`src/rtl/core/saa_pkg.sv`:
```
// ----------------------------------------------------------------------------
// saa_pkg
// Shared types and constants of the skyline atlas allocator.
// ----------------------------------------------------------------------------
package saa_pkg;

  localparam int ATLAS_WIDTH_DEF  = 128;
  localparam int ATLAS_HEIGHT_DEF = 128;
  localparam int ATLAS_COUNT_DEF  = 32;

  localparam int CELL_SHIFT = 4;
  localparam int EXTENT_W   = 12;
  localparam int SIZE_W     = EXTENT_W - CELL_SHIFT + 1;

  localparam int STATUS_W = 2;
  localparam int ATLAS_W  = 5;
  localparam int POS_W    = 7;

  localparam logic CMD_BEGIN = 1'b0;
  localparam logic CMD_ALLOC = 1'b1;

  typedef enum logic [STATUS_W-1:0] {
    STAT_OK        = 2'd0,
    STAT_TOO_LARGE = 2'd1,
    STAT_EXHAUSTED = 2'd2
  } status_e;

  typedef enum logic [6:0] {
    S_IDLE   = 7'b0000001,
    S_CLEAR  = 7'b0000010,
    S_SEED   = 7'b0000100,
    S_SCAN   = 7'b0001000,
    S_DECIDE = 7'b0010000,
    S_RAISE  = 7'b0100000,
    S_DONE   = 7'b1000000
  } state_e;

  typedef struct packed {
    status_e            status;
    logic [ATLAS_W-1:0] atlas_index;
    logic [POS_W-1:0]   x_pos;
    logic [POS_W-1:0]   y_pos;
  } res_t;

endpackage

```
`src/rtl/core/skyline_atlas_allocator.sv`:
```
// Begin clears the height RAM. Allocate seeds, scans, decides and raises the
// w placed columns, with a clear and a second scan when the atlas advances; a
// too large request goes straight to the done state. Scan reads one column per
// cycle from the height RAM. One transaction at a time.
// Reset: control clears; the height RAM is swept to zero after reset, with
// in_ready_o low during the sweep.
// ----------------------------------------------------------------------------
// skyline_atlas_allocator
// Skyline rectangle packer over a sequence of square atlases.
// ----------------------------------------------------------------------------
module skyline_atlas_allocator #(
  parameter int ATLAS_WIDTH  = saa_pkg::ATLAS_WIDTH_DEF,
  parameter int ATLAS_HEIGHT = saa_pkg::ATLAS_HEIGHT_DEF,
  parameter int ATLAS_COUNT  = saa_pkg::ATLAS_COUNT_DEF
) (
  input  logic                         clk_i,
  input  logic                         rst_ni,
  input  logic                         in_valid_i,
  output logic                         in_ready_o,
  input  logic                         cmd_i,
  input  logic [saa_pkg::EXTENT_W-1:0] extent_s_i,
  input  logic [saa_pkg::EXTENT_W-1:0] extent_t_i,
  output logic                         out_valid_o,
  input  logic                         out_ready_i,
  output logic [saa_pkg::STATUS_W-1:0] status_o,
  output logic [saa_pkg::ATLAS_W-1:0]  atlas_index_o,
  output logic [saa_pkg::POS_W-1:0]    x_pos_o,
  output logic [saa_pkg::POS_W-1:0]    y_pos_o
);

  import saa_pkg::*;

  localparam int CW = $clog2(ATLAS_WIDTH);
  localparam int HW = $clog2(ATLAS_HEIGHT + 1);

  logic          mem_we;
  logic [CW-1:0] mem_waddr;
  logic [HW-1:0] mem_wdata;
  logic [CW-1:0] mem_raddr;
  logic [HW-1:0] mem_rdata;

  logic res_valid;
  logic res_ready;
  res_t res;

  logic out_valid_q, out_valid_d;
  res_t out_q;

  saa_height_ram #(
    .DEPTH  (ATLAS_WIDTH),
    .DATA_W (HW)
  ) u_ram (
    .clk_i   (clk_i),
    .we_i    (mem_we),
    .waddr_i (mem_waddr),
    .wdata_i (mem_wdata),
    .raddr_i (mem_raddr),
    .rdata_o (mem_rdata)
  );

  saa_ctrl #(
    .ATLAS_WIDTH  (ATLAS_WIDTH),
    .ATLAS_HEIGHT (ATLAS_HEIGHT),
    .ATLAS_COUNT  (ATLAS_COUNT)
  ) u_ctrl (
    .clk_i       (clk_i),
    .rst_ni      (rst_ni),
    .in_valid_i  (in_valid_i),
    .in_ready_o  (in_ready_o),
    .cmd_i       (cmd_i),
    .extent_s_i  (extent_s_i),
    .extent_t_i  (extent_t_i),
    .res_valid_o (res_valid),
    .res_ready_i (res_ready),
    .res_o       (res),
    .mem_we_o    (mem_we),
    .mem_waddr_o (mem_waddr),
    .mem_wdata_o (mem_wdata),
    .mem_raddr_o (mem_raddr),
    .mem_rdata_i (mem_rdata)
  );

  assign res_ready = !out_valid_q || out_ready_i;

  always_comb begin
    out_valid_d = out_valid_q;
    if (res_valid && res_ready) begin
      out_valid_d = 1'b1;
    end else if (out_ready_i) begin
      out_valid_d = 1'b0;
    end
  end

  always_ff @(posedge clk_i or negedge rst_ni) begin
    if (!rst_ni) begin
      out_valid_q <= 1'b0;
    end else begin
      out_valid_q <= out_valid_d;
    end
  end

  always_ff @(posedge clk_i) begin
    if (res_valid && res_ready) begin
      out_q <= res;
    end
  end

  assign out_valid_o   = out_valid_q;
  assign status_o      = out_q.status;
  assign atlas_index_o = out_q.atlas_index;
  assign x_pos_o       = out_q.x_pos;
  assign y_pos_o       = out_q.y_pos;

endmodule

```
`src/rtl/core/saa_height_ram.sv`:
```
// ----------------------------------------------------------------------------
// saa_height_ram
// Column height store: one write port, one registered read port.
// ----------------------------------------------------------------------------
module saa_height_ram #(
  parameter int DEPTH  = 128,
  parameter int DATA_W = 8
) (
  input  logic                     clk_i,
  input  logic                     we_i,
  input  logic [$clog2(DEPTH)-1:0] waddr_i,
  input  logic [DATA_W-1:0]        wdata_i,
  input  logic [$clog2(DEPTH)-1:0] raddr_i,
  output logic [DATA_W-1:0]        rdata_o
);

  logic [DATA_W-1:0] mem [DEPTH];
  logic [DATA_W-1:0] rdata_q;

  always_ff @(posedge clk_i) begin
    if (we_i) begin
      mem[waddr_i] <= wdata_i;
    end
  end

  always_ff @(posedge clk_i) begin
    rdata_q <= mem[raddr_i];
  end

  assign rdata_o = rdata_q;

endmodule

```
`src/rtl/core/saa_ctrl.sv`:
```
// ----------------------------------------------------------------------------
// saa_ctrl
// Sequencer: clear pass, skyline scan over the height store, column raise.
// ----------------------------------------------------------------------------
module saa_ctrl #(
  parameter int ATLAS_WIDTH  = 128,
  parameter int ATLAS_HEIGHT = 128,
  parameter int ATLAS_COUNT  = 32
) (
  input  logic                                   clk_i,
  input  logic                                   rst_ni,
  input  logic                                   in_valid_i,
  output logic                                   in_ready_o,
  input  logic                                   cmd_i,
  input  logic [saa_pkg::EXTENT_W-1:0]           extent_s_i,
  input  logic [saa_pkg::EXTENT_W-1:0]           extent_t_i,
  output logic                                   res_valid_o,
  input  logic                                   res_ready_i,
  output saa_pkg::res_t                          res_o,
  output logic                                   mem_we_o,
  output logic [$clog2(ATLAS_WIDTH)-1:0]         mem_waddr_o,
  output logic [$clog2(ATLAS_HEIGHT+1)-1:0]      mem_wdata_o,
  output logic [$clog2(ATLAS_WIDTH)-1:0]         mem_raddr_o,
  input  logic [$clog2(ATLAS_HEIGHT+1)-1:0]      mem_rdata_i
);

  import saa_pkg::*;

  localparam int CW   = $clog2(ATLAS_WIDTH);
  localparam int IW   = CW + 1;
  localparam int HW   = $clog2(ATLAS_HEIGHT + 1);
  localparam int ACW  = (ATLAS_COUNT > 1) ? $clog2(ATLAS_COUNT) : 1;
  localparam int MW0  = (IW > SIZE_W) ? IW : SIZE_W;
  localparam int MW1  = (MW0 > HW) ? MW0 : HW;
  localparam int CMPW = MW1 + 2;

  state_e            state_q, state_d;
  logic              boot_q, boot_d;
  logic              op_begin_q, op_begin_d;
  logic              retry_q, retry_d;
  logic [SIZE_W-1:0] w_q, w_d;
  logic [SIZE_W-1:0] h_q, h_d;
  logic [IW-1:0]     i_q, i_d;
  logic [SIZE_W-1:0] j_q, j_d;
  logic [HW-1:0]     top_q, top_d;
  logic [HW-1:0]     best_q, best_d;
  logic [CW-1:0]     bx_q, bx_d;
  logic              found_q, found_d;
  logic [CW-1:0]     k_q, k_d;
  logic [ACW-1:0]    atlas_q, atlas_d;
  status_e           stat_q, stat_d;
  logic [CW-1:0]     rx_q, rx_d;
  logic [HW-1:0]     ry_q, ry_d;

  logic [SIZE_W-1:0] w_in, h_in;
  logic [HW-1:0]     top_n;
  logic [CMPW-1:0]   fit_sum;
  logic [CW+POS_W-1:0]    x_ext;
  logic [HW+POS_W-1:0]    y_ext;
  logic [ACW+ATLAS_W-1:0] a_ext;

  assign w_in = {1'b0, extent_s_i[EXTENT_W-1:CELL_SHIFT]} + SIZE_W'(1);
  assign h_in = {1'b0, extent_t_i[EXTENT_W-1:CELL_SHIFT]} + SIZE_W'(1);
  assign top_n = (mem_rdata_i > top_q) ? mem_rdata_i : top_q;
  assign fit_sum = CMPW'(best_q) + CMPW'(h_q);

  always_comb begin
    state_d    = state_q;
    boot_d     = boot_q;
    op_begin_d = op_begin_q;
    retry_d    = retry_q;
    w_d        = w_q;
    h_d        = h_q;
    i_d        = i_q;
    j_d        = j_q;
    top_d      = top_q;
    best_d     = best_q;
    bx_d       = bx_q;
    found_d    = found_q;
    k_d        = k_q;
    atlas_d    = atlas_q;
    stat_d     = stat_q;
    rx_d       = rx_q;
    ry_d       = ry_q;
    mem_we_o    = 1'b0;
    mem_waddr_o = k_q;
    mem_wdata_o = '0;
    res_valid_o = 1'b0;
    in_ready_o  = 1'b0;

    case (state_q)
      S_IDLE: begin
        in_ready_o = 1'b1;
        if (in_valid_i) begin
          stat_d = STAT_OK;
          rx_d   = '0;
          ry_d   = '0;
          if (cmd_i == CMD_BEGIN) begin
            op_begin_d = 1'b1;
            atlas_d    = '0;
            k_d        = '0;
            state_d    = S_CLEAR;
          end else begin
            op_begin_d = 1'b0;
            w_d        = w_in;
            h_d        = h_in;
            if ((CMPW'(w_in) >= CMPW'(ATLAS_WIDTH)) ||
                (CMPW'(h_in) > CMPW'(ATLAS_HEIGHT))) begin
              stat_d  = STAT_TOO_LARGE;
              state_d = S_DONE;
            end else begin
              retry_d = 1'b0;
              i_d     = '0;
              j_d     = '0;
              top_d   = '0;
              best_d  = HW'(ATLAS_HEIGHT);
              found_d = 1'b0;
              state_d = S_SEED;
            end
          end
        end
      end

      S_CLEAR: begin
        mem_we_o    = 1'b1;
        mem_waddr_o = k_q;
        mem_wdata_o = '0;
        if (k_q == CW'(ATLAS_WIDTH - 1)) begin
          k_d = '0;
          if (boot_q) begin
            boot_d  = 1'b0;
            state_d = S_IDLE;
          end else if (op_begin_q) begin
            state_d = S_DONE;
          end else begin
            state_d = S_SEED;
          end
        end else begin
          k_d = k_q + CW'(1);
        end
      end

      S_SEED: begin
        state_d = S_SCAN;
      end

      S_SCAN: begin
        if (mem_rdata_i >= best_q) begin
          i_d   = IW'(CMPW'(i_q) + CMPW'(j_q) + CMPW'(1));
          j_d   = '0;
          top_d = '0;
        end else if (j_q + SIZE_W'(1) == w_q) begin
          best_d  = top_n;
          bx_d    = i_q[CW-1:0];
          found_d = 1'b1;
          i_d     = i_q + IW'(1);
          j_d     = '0;
          top_d   = '0;
        end else begin
          j_d   = j_q + SIZE_W'(1);
          top_d = top_n;
        end
        if (CMPW'(i_d) + CMPW'(w_q) >= CMPW'(ATLAS_WIDTH)) begin
          state_d = S_DECIDE;
        end
      end

      S_DECIDE: begin
        if (found_q && (fit_sum <= CMPW'(ATLAS_HEIGHT))) begin
          stat_d  = STAT_OK;
          rx_d    = bx_q;
          ry_d    = best_q;
          k_d     = '0;
          state_d = S_RAISE;
        end else if (retry_q) begin
          stat_d  = STAT_TOO_LARGE;
          rx_d    = '0;
          ry_d    = '0;
          state_d = S_DONE;
        end else if (CMPW'(atlas_q) + CMPW'(1) >= CMPW'(ATLAS_COUNT)) begin
          stat_d  = STAT_EXHAUSTED;
          rx_d    = '0;
          ry_d    = '0;
          state_d = S_DONE;
        end else begin
          atlas_d = atlas_q + ACW'(1);
          retry_d = 1'b1;
          i_d     = '0;
          j_d     = '0;
          top_d   = '0;
          best_d  = HW'(ATLAS_HEIGHT);
          found_d = 1'b0;
          k_d     = '0;
          state_d = S_CLEAR;
        end
      end

      S_RAISE: begin
        mem_we_o    = 1'b1;
        mem_waddr_o = rx_q + k_q;
        mem_wdata_o = HW'(CMPW'(ry_q) + CMPW'(h_q));
        if (CMPW'(k_q) + CMPW'(1) == CMPW'(w_q)) begin
          state_d = S_DONE;
        end else begin
          k_d = k_q + CW'(1);
        end
      end

      S_DONE: begin
        res_valid_o = 1'b1;
        if (res_ready_i) begin
          state_d = S_IDLE;
        end
      end

      default: begin
        state_d = S_IDLE;
      end
    endcase
  end

  assign mem_raddr_o = CW'(CMPW'(i_d) + CMPW'(j_d));

  assign x_ext = {{POS_W{1'b0}}, rx_q};
  assign y_ext = {{POS_W{1'b0}}, ry_q};
  assign a_ext = {{ATLAS_W{1'b0}}, atlas_q};

  always_comb begin
    res_o.status      = stat_q;
    res_o.atlas_index = a_ext[ATLAS_W-1:0];
    res_o.x_pos       = x_ext[POS_W-1:0];
    res_o.y_pos       = y_ext[POS_W-1:0];
  end

  always_ff @(posedge clk_i or negedge rst_ni) begin
    if (!rst_ni) begin
      state_q    <= S_CLEAR;
      boot_q     <= 1'b1;
      op_begin_q <= 1'b0;
      retry_q    <= 1'b0;
      k_q        <= '0;
      atlas_q    <= '0;
    end else begin
      state_q    <= state_d;
      boot_q     <= boot_d;
      op_begin_q <= op_begin_d;
      retry_q    <= retry_d;
      k_q        <= k_d;
      atlas_q    <= atlas_d;
    end
  end

  always_ff @(posedge clk_i) begin
    w_q     <= w_d;
    h_q     <= h_d;
    i_q     <= i_d;
    j_q     <= j_d;
    top_q   <= top_d;
    best_q  <= best_d;
    bx_q    <= bx_d;
    found_q <= found_d;
    stat_q  <= stat_d;
    rx_q    <= rx_d;
    ry_q    <= ry_d;
  end

endmodule

```
`config.mk`:
```
export PLATFORM = sky130hd
export DESIGN_NAME = skyline_atlas_allocator
export DESIGN_NICKNAME = d
export VERILOG_FILES = /design/src/rtl/core/saa_pkg.sv /design/src/rtl/core/skyline_atlas_allocator.sv /design/src/rtl/core/saa_height_ram.sv /design/src/rtl/core/saa_ctrl.sv
export SDC_FILE = /design/constraint.sdc
export NUM_CORES = 1
export LEC_CHECK = 0
export BUFFER_PORTS_ARGS = -buffer_cell sky130_fd_sc_hd__buf_2
export CAP_MARGIN = 20
export CORE_ASPECT_RATIO = 0.9
export CORE_MARGIN = 2
export CORE_UTILIZATION = 50
export DETAILED_ROUTE_END_ITERATION = 6
export GPL_TIMING_DRIVEN = 0
export MAX_ROUTING_LAYER = met4
export PLACE_DENSITY = 0.76
export SLEW_MARGIN = 40
export SYNTH_ARGS = -nofsm -noshare
export SYNTH_HDL_FRONTEND = slang
export SYNTH_SLANG_ARGS = --single-unit
```
`constraint.sdc`:
```
create_clock -name clk_i -period 6.95 [get_ports clk_i]
set_clock_uncertainty 0.15 [all_clocks]
set_input_delay 0.3475 -clock clk_i [delete_from_list [all_inputs] [get_ports clk_i]]
set_output_delay 0.3475 -clock clk_i [all_outputs]
set_load 0.02 [all_outputs]
```
==> results of run 1 <==
## sequential cells by signal, indices dropped and copies added, names as in the netlist, 2 cells and up
register and flops:
u_ram.rdata_o 8, status_o 2, u_ctrl.j_q 9, u_ram.mem 1024, u_ctrl.rx_q 7, u_ctrl.bx_q 7, y_pos_o 7, u_ctrl.atlas_q 5
u_ctrl.top_q 8, u_ctrl.h_q 9, u_ctrl.k_q 7, x_pos_o 7, u_ctrl.ry_q 8, atlas_index_o 5, u_ctrl.best_q 8, u_ctrl.stat_q 2
u_ctrl.state_q 7, u_ctrl.w_q 9, u_ctrl.i_q 8
## stage by stage
step                       util  hold WS (ns)  cell area, um2
after global routing      0.576        0.0731           54400
after floorplan               -       -0.0981           47500
after detailed placement  0.532         0.230           50300
after CTS                 0.574        0.0272           54200
final                     0.576        0.0479           54400
after global placement    0.522         0.215           49300
## cell families after synthesis
| kind of cell | count (synthesis) | synth area share |
|---|---|---|
| AO/OA/AOI/OAI | 205 | 0.0270 |
| flip-flops | 1152 | 0.721 |
| multiplexers | 371 | 0.163 |
| AND/OR/NAND/NOR | 462 | 0.0451 |
| XOR/XNOR | 61 | 0.0117 |
| adder cells (fa/ha/maj) | 71 | 0.0196 |
| buffers and inverters | 154 | 0.0128 |
## layout make-up
| class | count | area [um2] |
|---|---|---|
| fill | 6708 | 40000 |
| sequential | 1152 | 34300 |
| buffer | 104 | 581 |
| clock inverter | 73 | 840 |
| timing repair buffer | 112 | 1280 |
| clock buffer | 126 | 2770 |
| multi-input combinational | 1170 | 12900 |
| tap | 1253 | 1570 |
| inverter | 49 | 184 |
## critical path, stage by stage (launching register included)
cell and delay, ns:
sky130_fd_sc_hd__edfxtp_1 0.44, sky130_fd_sc_hd__ha_1 0.26, sky130_fd_sc_hd__fa_1 0.42, sky130_fd_sc_hd__a211oi_2 0.31, sky130_fd_sc_hd__or2_1 0.20, sky130_fd_sc_hd__a21oi_1 0.10
sky130_fd_sc_hd__nor4bb_1 0.14, sky130_fd_sc_hd__o21ai_1 0.31, sky130_fd_sc_hd__o31ai_4 0.12, sky130_fd_sc_hd__buf_4 0.21, sky130_fd_sc_hd__nand2_1 0.07, sky130_fd_sc_hd__o21ai_0 0.11
sky130_fd_sc_hd__ha_1 0.28, sky130_fd_sc_hd__fa_1 0.68, sky130_fd_sc_hd__clkbuf_2 0.40, sky130_fd_sc_hd__clkbuf_4 0.37, sky130_fd_sc_hd__mux4_2 0.38, sky130_fd_sc_hd__mux4_2 0.56
sky130_fd_sc_hd__mux2i_1 0.24, sky130_fd_sc_hd__nor2_1 0.07, sky130_fd_sc_hd__a21oi_1 0.23, sky130_fd_sc_hd__nor3_1 0.08, sky130_fd_sc_hd__mux2i_1 0.23, sky130_fd_sc_hd__nand3_1 0.21
## metal layers
| metal | up-vias | track usage | part of all wire |
|---|---|---|---|
| li1 | 10500 | - | - |
| met1 | 13300 | 0.337 | 0.39 |
| met2 | 1567 | 0.374 | 0.48 |
| met3 | 215 | 0.0541 | 0.10 |
| met4 | 0 | 0.0734 | 0.028 |
| met5 | - | - | 0 |
## placed cells by master, fill, tap and decap left out, types with 20 or more instances in the layout
cell                               n
sky130_fd_sc_hd__mux2i_1          32
sky130_fd_sc_hd__ha_1             65
sky130_fd_sc_hd__dfxtp_1          22
sky130_fd_sc_hd__xnor2_1          34
sky130_fd_sc_hd__nor2_1          173
sky130_fd_sc_hd__a21oi_1          65
sky130_fd_sc_hd__dfrtp_1          21
sky130_fd_sc_hd__clkbuf_16       108
sky130_fd_sc_hd__mux4_2          320
sky130_fd_sc_hd__dlygate4sd3_1    25
sky130_fd_sc_hd__clkbuf_2         36
sky130_fd_sc_hd__edfxtp_1       1107
sky130_fd_sc_hd__inv_1            48
sky130_fd_sc_hd__nand3_1          32
sky130_fd_sc_hd__clkbuf_1         36
sky130_fd_sc_hd__nor2_2           39
sky130_fd_sc_hd__o21ai_0          43
sky130_fd_sc_hd__xor2_1           23
sky130_fd_sc_hd__clkinv_1         21
sky130_fd_sc_hd__nor3_1           20
sky130_fd_sc_hd__a21o_1           21
sky130_fd_sc_hd__nand2_1          78
sky130_fd_sc_hd__buf_2            63
sky130_fd_sc_hd__clkinv_2         25
## timing repair
action,CTS,global route
setup buffers,2,1
endpoints found under the hold margin,51,0
resized for setup,35,66
setup endpoints to repair,8,8
pin swaps,1,1
hold buffers,25,0
## where the power goes
part	internal (uW)	total, uW	switching [uW]
Combinational	776	1820	1050
Clock	3430	6020	2600
Sequential	7700	7820	126
## worst max-delay path by stage
stage,from,endpoint,slack [ns]
final,u_ctrl.best_q[0],u_ram.rdata_o[0],0.18
after global routing,u_ctrl.j_q[0],u_ram.rdata_o[4],-0.03
after CTS,u_ctrl.best_q[0],u_ram.rdata_o[3],0.03
after detailed placement,u_ctrl.best_q[0],u_ram.rdata_o[5],-1.41
after global placement,u_ctrl.state_q[3],u_ram.mem[54][3],-2.83
after floorplan,u_ctrl.best_q[0],u_ram.rdata_o[0],1.04
==> impl_results.rst, run 1 <==
.. list-table::
   :header-rows: 1

   * - Metric
     - Value
   * - Cells taking the most area after synthesis
     - sky130_fd_sc_hd__edfxtp_1 (70%), sky130_fd_sc_hd__mux4_2 (15%), sky130_fd_sc_hd__nor2_1 (1.7%), sky130_fd_sc_hd__ha_1 (1.7%), sky130_fd_sc_hd__dfrtp_1 (1.1%)
   * - Worst-path clk slew
     - about 0.060 ns
   * - Placed wire-length estimate
     - 76.6 mm
   * - Period utilization
     - 0.974
   * - Inserted Clock Buffers
     - approximately 110
   * - Unique cell type count in the Yosys netlist
     - 69
   * - Antenna Diode Count
     - 0
   * - Row count
     - 107
   * - Crit Path Class
     - reg2reg
   * - Post-Syn Instances
     - 2476
   * - Pre-antenna DRT Iters
     - 5
   * - Critical Path Sink Type
     - flip-flop
   * - IO Count
     - 52
   * - Number of nets with antenna violations after detailed routing
     - 0
   * - Most used standard cell by instance count after synthesis
     - sky130_fd_sc_hd__edfxtp_1
   * - X dimension of the die
     - between 300 and 400 um
   * - Initial drt markers
     - roughly 3300
   * - Post-synth design cell area
     - around 48000 um2
   * - Routed wire per std cell
     - 28.6 um
   * - Maximum number of pins on one net before global-route repair
     - 50
   * - Portion of synthesized cell area occupied by the leading cell type
     - 0.700
   * - Maximum Capacitance Violations
     - 0
   * - Average via count per standard cell
     - about 6.3
   * - Pwr Total
     - ~16000 uW
   * - TritonCTS sink count
     - about 1200
   * - DIE AREA
     - 97500 um2
   * - Initial antenna violation count
     - 1
   * - Sum of overflow across all layers after global routing
     - 0
   * - Clock Root Buffer
     - sky130_fd_sc_hd__clkbuf_16
   * - Start of the worst register-to-register path
     - u_ctrl.best_q[0]
   * - Syn-to-layout area delta
     - 14.4%
   * - Flip-flop cell with the highest count after synthesis
     - sky130_fd_sc_hd__edfxtp_1
   * - Clock insertion delay at the later pin of the skew report
     - around 0.69 ns
   * - Clock tree from TritonCTS
     - done
   * - Path category of the worst min-delay check
     - in2async
   * - Total via count in the routed design
     - ~26000
   * - Area leader, netlist
     - sky130_fd_sc_hd__edfxtp_1
   * - Total Routed Length
     - between 100 and 150 mm
   * - Synth Area per Inst
     - 19.2 um2
   * - Synth warnings
     - 0
   * - Drt drc
     - 0
   * - Max clock buf depth
     - 3
   * - Dpl cells
     - 3813
   * - Sequential cell area fraction in the yosys report
     - 0.721
   * - Period minus WS final
     - 6.77 ns
   * - Final number of hold-violating endpoints
     - 0
   * - Number of global-route vias before repair
     - roughly 25000
   * - Highest attainable clock frequency
     - around 150 MHz
   * - Chip height
     - between 200 and 300 um
   * - Total Nets Final
     - between 2000 and 3000
   * - Setup TNS
     - 0 ns
   * - Slew @ Worst Pin
     - 0.894 ns
   * - Post-synth EDFFs
     - ~1100
   * - Signal arrival time at the worst endpoint
     - about 7.1 ns
   * - Place WS
     - -1.41 ns
   * - First-pass GRT wire length
     - between 150 and 200 mm
   * - Number of max-slew violations in the final report
     - 0
   * - Final setup violating endpoints
     - 0
   * - Share of layout cells above drive strength 1
     - 0.268
   * - Input/output buffers
     - 43
   * - Net count after synthesis
     - about 2600
   * - Required time of the critical path
     - about 7.3 ns
   * - Reg2reg end
     - u_ram.rdata_o[0]
   * - Run status
     - finished, final reports clean
   * - Static power due to leakage
     - between 0.015 and 0.02 uW
   * - Global-route total usage across every layer
     - 0.246
   * - Most numerous cell types in the synthesized netlist
     - sky130_fd_sc_hd__edfxtp_1 (1107), sky130_fd_sc_hd__mux4_2 (320), sky130_fd_sc_hd__nor2_1 (218)
   * - Setup slack of the worst register-to-register path
     - approximately 0.18 ns
   * - Number of levels the H-tree was split into
     - 3
   * - Post-synth ARST share
     - 0.0200
   * - Number of synthesized register bits
     - roughly 1200
   * - PD cells
     - a little under 300 nW/um2
   * - Final weighted congestion in routability-driven placement
     - 0.906
   * - Maximum net fanout on the critical path
     - 10
   * - Final instance count without filler cells
     - between 4000 and 5000
   * - Worst setup margin
     - 0.183 ns
   * - Type of element launching the critical path
     - flip-flop
   * - Relative slew slack
     - 0.404
   * - Maximum vdd ir drop
     - approximately 0.00024 V
   * - FF-to-FF path depth
     - 23
   * - Core box area
     - between 90000 and 100000 um2
   * - Effective utilization at floorplan
     - 0.503
Power figures use the tool's default switching activity.
==> inputs of run 2 (changes only) <==
--- a/config.mk
+++ b/config.mk
@@ -5,7 +5,7 @@
 export SDC_FILE = /design/constraint.sdc
 export NUM_CORES = 1
 export LEC_CHECK = 0
-export BUFFER_PORTS_ARGS = -buffer_cell sky130_fd_sc_hd__buf_2
+export BUFFER_PORTS_ARGS = -buffer_cell sky130_fd_sc_hd__buf_4
 export CAP_MARGIN = 20
 export CORE_ASPECT_RATIO = 0.9
 export CORE_MARGIN = 2
@@ -14,7 +14,7 @@
 export GPL_TIMING_DRIVEN = 0
 export MAX_ROUTING_LAYER = met4
 export PLACE_DENSITY = 0.76
-export SLEW_MARGIN = 40
+export SLEW_MARGIN = 10
 export SYNTH_ARGS = -nofsm -noshare
 export SYNTH_HDL_FRONTEND = slang
 export SYNTH_SLANG_ARGS = --single-unit
==> run 2 against run 1 <==
Critical path depth down 1. First-iteration DRC count up 6.7%. Wire length down 0.32%. Largest cell class unchanged. Fmax down 0.64%. Register-to-register slack worse by 0.04 ns. Final cell count about the same.
==> impl_results.rst, run 2 (synthesized netlist as in run 1, its figures left out) <==
.. list-table::
   :header-rows: 1

   * - Metric
     - Value
   * - Stage delay of the slowest cell on the critical path
     - 0.59 ns
   * - Dpl cells
     - 3800
   * - PD cells
     - around 290 nW/um2
   * - Non-Filler Cell Area, Final
     - ~54000 um2
   * - Final setup violating endpoints
     - 0
   * - Setup slack of the worst register-to-register path
     - ~0.14 ns
   * - Number of max-slew violations in the final report
     - 0
   * - Final number of hold-violating endpoints
     - 0
   * - Worst setup margin
     - 0.140 ns
   * - Maximum number of pins on one net before global-route repair
     - 81
   * - Relative slew slack
     - 0.259
   * - Placed wire-length estimate
     - approximately 76 mm
   * - Syn-to-layout area delta
     - 14.1%
   * - Total Routed Length
     - 115 mm
   * - Final instance count without filler cells
     - 4036
   * - First-pass GRT wire length
     - about 170 mm
   * - Number of levels the H-tree was split into
     - 3
   * - Critical Path Slowest Stage Cell
     - sky130_fd_sc_hd__mux4_2
   * - Inserted Clock Buffers
     - between 100 and 150
   * - Commonest cells after routing, fill and taps aside
     - sky130_fd_sc_hd__edfxtp_1 (1107), sky130_fd_sc_hd__mux4_2 (320), sky130_fd_sc_hd__nor2_1 (211)
   * - Crit path cell chain
     - ha_1 -> fa_1 -> xor2_1 -> a2111oi_0 -> nand4_1 -> o211a_1 -> o31ai_4 -> buf_4 -> nand2_1 -> o21ai_0 -> ha_1 -> clkbuf_1 -> buf_4 -> clkdlybuf4s15_2 -> mux4_2 -> mux4_2 -> mux2i_1 -> nor2_1 -> a21oi_1 -> a21oi_1 -> nand2_1 -> nand3_1
   * - Global-route total usage across every layer
     - 0.245
   * - Critical Path Sink Type
     - flip-flop
   * - Met1 Resource Use GR
     - 0.341
   * - Max clock buf depth
     - 3
   * - Number of flip-flops under the largest register name
     - about 1000
   * - Most heavily used metal layer in global routing
     - met2
   * - Signal arrival time at the worst endpoint
     - 7.19 ns
   * - Clock tree from TritonCTS
     - done
   * - Run status
     - finished, final reports clean
   * - TritonCTS sink count
     - around 1200
   * - Maximum net fanout on the critical path
     - 10
   * - Highest attainable clock frequency
     - 147 MHz
   * - Total via count in the routed design
     - around 25000
   * - Met2 track utilization from global routing
     - 0.376
   * - Initial antenna violation count
     - 1
   * - Final weighted congestion in routability-driven placement
     - 0.877
   * - IO Count
     - 52
   * - Grt met3 use
     - 0.0499
   * - Most frequent standard cell in the layout excluding fill and tap cells
     - sky130_fd_sc_hd__edfxtp_1
   * - Effective utilization at floorplan
     - 0.503
   * - Clock insertion delay at the later pin of the skew report
     - 0.70 ns
   * - DIE AREA
     - around 98000 um2
   * - Core box area
     - 94400 um2
   * - Number of nets with antenna violations after detailed routing
     - 0
   * - Post-detailed-placement cell area
     - between 50000 and 60000 um2
   * - Maximum vdd ir drop
     - 0.000213 V
   * - Sum of overflow across all layers after global routing
     - 0
   * - Biggest register
     - u_ram.mem
   * - Number of global-route vias before repair
     - ~25000
   * - Share of layout cells above drive strength 1
     - 0.247
   * - Start of the worst register-to-register path
     - u_ctrl.best_q[0]
   * - Reg2reg end
     - u_ram.rdata_o[4]
   * - Pre-antenna DRT Iters
     - 5
   * - X dimension of the die
     - between 300 and 400 um
   * - Type of element launching the critical path
     - flip-flop
   * - Drt drc
     - 0
   * - Required time of the critical path
     - approximately 7.3 ns
   * - FF-to-FF path depth
     - 22
   * - Static power due to leakage
     - between 0.015 and 0.02 uW
   * - Row count
     - ~110
   * - Input/output buffers
     - 43
   * - Clock Root Buffer
     - sky130_fd_sc_hd__clkbuf_16
   * - Chip height
     - between 200 and 300 um
   * - Average via count per standard cell
     - about 6.3
   * - Worst-path clk slew
     - approximately 0.060 ns
   * - Period minus WS final
     - 6.81 ns
   * - Routed wire per std cell
     - ~28 um
   * - Total Nets Final
     - around 2800
   * - Place WS
     - -1.44 ns
   * - Initial drt markers
     - ~3500
   * - Slew @ Worst Pin
     - 1.11 ns
   * - Maximum Capacitance Violations
     - 0
   * - Path category of the worst min-delay check
     - in2async
   * - Crit Path Class
     - reg2reg
   * - Period utilization
     - 0.980
## run 2: cell types whose count changed in the layout (fill, tap and decap cells not counted), sizes merged
cell and change:
bufinv -2, clkinvlp +6, diode +2, clkbuf -1, dlygate4sd3 +1, clkdlybuf4s15 +3, buf -14, clkinv +1
clkdlybuf4s18 +1
## run 2: area by class of cell
type,instances,area [um2]
fill,6747,40200
sequential,1152,34300
multi-input combinational,1170,12700
clock buffer,125,2830
tap,1253,1570
timing repair buffer,102,1210
clock inverter,78,792
buffer,105,599
inverter,49,188
antenna,2,5.00
## run 2: critical path: cells and delay by family (launching register included)
| family | cells | cell delay, ns |
|---|---|---|
| mux | 3 | 1.54 |
| buf+inv | 4 | 1.36 |
| fa+ha+maj | 3 | 0.87 |
| xor+xnor | 1 | 0.16 |
| simple gates | 5 | 0.62 |
| flops | 1 | 0.44 |
| compound gates | 6 | 1.49 |
## run 2: how the worst max path moves through the flow
stage	startpoint	to	slack [ns]	depth (start not counted)
global route	u_ctrl.best_q[4]	u_ram.rdata_o[0]	-0.03	22
global placement	u_ctrl.state_q[3]	u_ram.mem[54][3]	-2.78	4
floorplan	u_ctrl.best_q[0]	u_ram.rdata_o[0]	1.04	21
detailed placement	u_ctrl.best_q[0]	u_ram.rdata_o[0]	-1.44	23
CTS	u_ctrl.best_q[0]	u_ram.rdata_o[0]	-0.02	23
finish	u_ctrl.best_q[0]	u_ram.rdata_o[4]	0.14	22
## run 2: metrics by stage
step / hold WS [ns] / setup TNS [ns] / power [uW] / util
floorplan: -0.0981 / 0 / 9180 / -
global placement: 0.129 / -1776.27 / 9640 / 0.523
detailed placement: 0.122 / -10.92 / 9730 / 0.530
CTS: 0.0242 / -0.0224 / 15700 / 0.573
global route: 0.0587 / -0.0638 / 16200 / 0.574
finish: 0.0703 / 0 / 15700 / 0.574
## run 2: what timing repair did
| action | 4_1_cts | 5_1_grt |
|---|---|---|
| endpoints found under the hold margin | 52 | 0 |
| gates cloned | 0 | 0 |
| setup endpoints to repair | 8 | 8 |
| hold buffers | 26 | 0 |
| gates resized for setup | 79 | 61 |
| pin swaps | 1 | 1 |
| setup buffers | 1 | 3 |
## run 2: where the power goes
part / internal (uW) / leakage, uW / total, uW / switching, uW
clock network: 3420 / 0.00176 / 6020 / 2600
logic: 813 / 0.00533 / 1870 / 1050
registers: 7700 / 0.00997 / 7830 / 132
## run 2: layer usage
metal | vias to the layer above | wire, um
li1 | 10500 | -
met1 | 13200 | 45300
met2 | 1475 | 55300
met3 | 198 | 11700
met4 | 0 | 2720
met5 | - | 0
